## src/rtl/core/chit_ram.sv

```systemverilog
// chit_ram: generic simple dual-port ram, one write port, one read port,
// registered read data that holds while no read is issued; no dependencies
module chit_ram #(
    parameter int WIDTH = 8,
    parameter int DEPTH = 16,
    parameter int AW    = 4
) (
    input  logic             clk,
    input  logic             we,
    input  logic [AW-1:0]    waddr,
    input  logic [WIDTH-1:0] wdata,
    input  logic             re,
    input  logic [AW-1:0]    raddr,
    output logic [WIDTH-1:0] rdata
);

    logic [WIDTH-1:0] mem [DEPTH];
    logic [WIDTH-1:0] rdata_reg;

    always_ff @(posedge clk)
    begin
        if (we)
        begin
            mem[waddr] <= wdata;
        end
        if (re)
        begin
            rdata_reg <= mem[raddr];
        end
    end

    assign rdata = rdata_reg;

endmodule

```

## config.mk

```make
export PLATFORM = sky130hd
export DESIGN_NAME = chit_ram
export DESIGN_NICKNAME = d
export VERILOG_FILES = /design/src/rtl/core/chit_ram.sv
export SDC_FILE = /design/constraint.sdc
export NUM_CORES = 1
export LEC_CHECK = 0
export ABC_AREA = 1
export BUFFER_PORTS_ARGS = -buffer_cell sky130_fd_sc_hd__buf_2
export CAP_MARGIN = 20
export CORE_MARGIN = 1.5
export CORE_UTILIZATION = 25
export CTS_BUF_LIST = sky130_fd_sc_hd__clkbuf_4 sky130_fd_sc_hd__clkbuf_8
export CTS_CLUSTER_SIZE = 25
export DETAILED_ROUTE_END_ITERATION = 8
export PLACE_DENSITY_LB_ADDON = 0.1
export SLEW_MARGIN = 20
export SYNTH_ARGS = -nofsm -noshare
export SYNTH_HDL_FRONTEND = slang
export SYNTH_SLANG_ARGS = --single-unit
```

## constraint.sdc

```tcl
create_clock -name clk -period 1.3 [get_ports clk]
set_input_delay 0.26 -clock clk [delete_from_list [all_inputs] [get_ports clk]]
set_output_delay 0.26 -clock clk [all_outputs]
set_load 0.05 [all_outputs]
```

# Word level (Yosys, flattened, before mapping)
# Memory sizes are Yosys's and may differ from the RTL's. A register that Yosys moved wholly into a read port is not among the register bits.
# Index checks and enable logic that the tools add are counted.
word_totals:
  regBits: 0
  mem_bits_rw: 128
  input_bits: 19
  out_inout_bits: 8
  wordCells: 3
  memories: 1
classes:
  mux: 2
memory_table:
  columns: ["name", "words", "width", "read_ports", "rd_ports_with_merged_regs", "wr", "line_no", "text"]
  rows:
  - ["mem", 16, 8, 1, 1, 1, "17", "logic [WIDTH-1:0] mem [DEPTH];"]
ops:
  columns: ["op", "count"]
  rows:
  - ["1-bit 2-to-1 mux", 2]

# Longest topological paths before layout
depth:
  depth_word: 2
  ltp_mapped: 8

# Worst setup path after synthesis
# OpenSTA, ideal clock, no wires.
synth_path:
  path_type: "input to register"
  start: "in waddr[3]"
  end: "mem mem[4][0] (enable)"
  t_arrival_ps: 841
  setup_slack_ps: 89
  path_stages: 2
  n_path_buf: 0
  cell_sequence: "nand3b_1 > nor2_1"
synth_lines:
  columns: ["element", "line_no", "text"]
  rows:
  - ["from (decl)", "10", "input logic [AW-1:0] waddr,"]
  - ["to (decl)", "17", null]
# No word-level cell before the write port.

# Worst setup path in the final report
layout_path:
  start: "reg rdata_reg[3] (netlist: rdata[3]) (read register of mem)"
  end: "out rdata[3]"
layout_lines:
  columns: ["element", "line_no", "text"]
  rows:
  - ["from (decl)", "18", "logic [WIDTH-1:0] rdata_reg;"]
  - ["to (decl)", "14", "output logic [WIDTH-1:0] rdata"]
# No word-level cell between the ends.

==> impl_results.md <==
- Row Count: 55
- Final Total Pwr: between 9 and 10 mW
- Yosys warnings: 0
- Final setup violation count: 4
- Synth Instances: ~550
- Avg Cell Area, Syn: roughly 11 µm²
- CP Launch Type: flop
- Worst rel slew slack: between 70 and 80%
- Largest net degree at the start of global routing: 33
- Number of flip-flops under the largest register name: between 100 and 150
- Initial Utilization: between 20% and 30%
- Slowest cell delay on critical path: between 0.4 and 0.5 ns
- Status: complete, but fails checks
- Detailed Place HPWL: 10400 µm
- VDD IR max: 482 µV
- WL met2: around 7300 µm
- CP cell instances: buf_6
- Antenna diode count: 0
- Max Slew Vio Count: 0
- Drt pass-1 iters: 4
- Layout cells sized above 1: approximately 15%
- Crit. End Element: output pin
- Residual overflow from global routing: 0
- Worst-Skew Late Latency: 0.44 ns
- Number of max-cap violations: 0
- Critical setup path kind: flop to output pin
- CP startpoint: rdata[3]
- Commonest non-fill, non-tap cell in the layout: nand2_1
- DIE AREA: approximately 24000 µm²
- Cell area after placement: ~6600 µm²
- Compound-cell area share of the yosys netlist: 0%
- Routed vias/inst: slightly above 4
- Logic pwr share: under 10%
- Final WS setup: -0.0416 ns
- Final core occ: just over 30%
- Sequential share of the synthesized area: a little over two thirds
- Count of different cell masters after synthesis: 11
- Syn-to-layout area delta: 20.6%
- Post-layout min period: approximately 1.3 ns
- Reg clk slew, reported paths: around 0.08 ns
- Yosys reg bits: 136
- Nets: between 600 and 700
- Number of placed I/O pins: 27
- DRT antenna net count: 0
- Hold buffer count at cts: 0
- Gpl congestion: 0.774
- Critical Path Fanout Max: 1
- Reg-to-reg startpoint: mem[1][2]
- Commonest non-fill, non-tap cells in the layout: 173 x nand2_1, 136 x edfxtp_1, 100 x inv_1
- DR DRC count: 0
- Measured slew at the worst slew-check pin: 0.404 ns
- Post-layout instance area: 7050 µm²
- Post-synth net total: between 500 and 600
- CP Depth: 1
- RR Endpoint: rdata[2]
- Worst r2r path cells: 6
- Num CTS Buffers: 17
- Drt wl/cell: between 15 and 20 µm
- Internal cell power: between 7 and 8 mW
- Vias: 3839
- Post-Synth Adder-Cell Area: 0%
- Fill cells: about 2400
- R2R setup slack: ~0.10 ns
- Root Driver: clkbuf_8
- CP endpoint: rdata[3]
- Slowest cell on crit path: edfxtp_1
- First-pass GRT wire length: 23800 µm
- Wire length on met3: 484 µm
- Antenna violations before repair: 0
- All-layer global routing usage: 13.8%
- CTS Sinks: 136
- Final Hold Fails: 0
- CTS max path bufs: 2
- Sw Ratio: about a quarter
- Unrepaired setup endpoints after global routing: true
- Simple-Gate Fraction of Synth Area: between 20% and 30%
- Port Buffers: 26
- Clock Skews: ~0.010 ns
- Iter 0 DRT Violations: 209
- Post-Syn Area: about 5800 µm²
- Failing checks: setup timing
- Die W: around 160 µm
- Synth top area cells: edfxtp_1 70%, nand2_1 11%, nand3_1 8.3%
- Fmax achieved: ~750 MHz
- Die Y: between 150 and 200 µm
- Core Box Area: 22800 µm²
- Critical path data required time: ~1.0 ns
- Clock power frac: 39.3%
- H-tree depth: 4
- CP bufs+invs: 1
- Final Cycle Share: 103%
- Crit path max-delay family: flip-flops
- Setup WS pre-CTS: -0.244 ns
- Number of global-route vias before repair: approximately 3800
- Post-synthesis mux area share: 0%
- Switching power: approximately 2.2 mW
- CTS tree: done
- Routed met1 length: between 7000 and 8000 µm
- Yosys top cell by area: edfxtp_1
- Leak: roughly 3 nW
- Hold Path Class: primary input to flop
- Pwr/cell area: ~1300 nW/µm²
- Routed wire length: 15700 µm
- Critical Path AT: 1.08 ns
- Top layer in use: met4
- Largest family of logic cells by synthesized area: simple AND/OR/NAND/NOR gates
- Top cell type's share of synthesized area: 69.8%
- Part of the power in registers: 52.5%
- Xor/xnor share of the synthesized area: 0%
-- per-stage QoR --
stage	TNS, ns	hold slack (ns)	cells
floorplan	0	0.359	551
CTS	-0.308	0.178	932
global placement	-1.60	0.671	902
detailed placement	-2.04	0.662	902
finish	-0.111	0.196	932
global route	-0.391	0.175	932
-- how the worst min path moves through the flow --
stage                   from   endpoint  slack (ns)  cells after the start
floorplan           wdata[0]  mem[0][0]        0.36                      0
global placement          re   rdata[7]        0.67                      1
detailed placement        re   rdata[7]        0.66                      1
CTS                       re   rdata[7]        0.18                      1
global route              re   rdata[7]        0.17                      1
finish                    re   rdata[7]        0.20                      1
-- cell type report --
| cell class | instances | area [µm²] | share of cell area (%) |
|---|---|---|---|
| sequential | 136 | 4080 | 57.9 |
| clock inverter | 13 | 180 | 2.56 |
| tap | 313 | 392 | 5.56 |
| multi-input combinational | 289 | 1210 | 17.2 |
| clock buffer | 17 | 234 | 3.32 |
| inverter | 102 | 383 | 5.43 |
| timing repair buffer | 62 | 563 | 7.99 |
-- synthesized netlist by cell type (all sizes together) --
| master | count |
|---|---|
| nand2 | 173 |
| inv | 102 |
| nand3b | 2 |
| buf | 24 |
| nor2 | 17 |
| nand3 | 97 |
| edfxtp | 136 |
-- layer usage --
metal	track usage [%]	up-vias
met4	4.63	0
met1	18.9	1872
met5	0	-
met2	21.8	65
met3	3.03	15
li1	-	1887
-- kinds of logic after synthesis --
family	after synthesis
buffers and inverters	126
DFF	136
and+or+nand+nor	289
-- power groups by stage --
stage	Clock [mW]	Sequential, mW	Combinational (mW)
after floorplan	0	5.13	0.346
after global placement	0	5.07	0.775
after detailed placement	0	5.06	0.776
after CTS	3.82	4.97	0.799
after global routing	4.02	4.98	0.862
final	3.72	4.97	0.781
-- what timing repair did --
action / 4_1_cts / 5_1_grt
endpoints found under the setup margin: 8 / 8
hold endpoints to repair: 0 / 0
buffers inserted: 0 / 0
resized for setup: 14 / 2
Power figures use the tool's default switching activity.
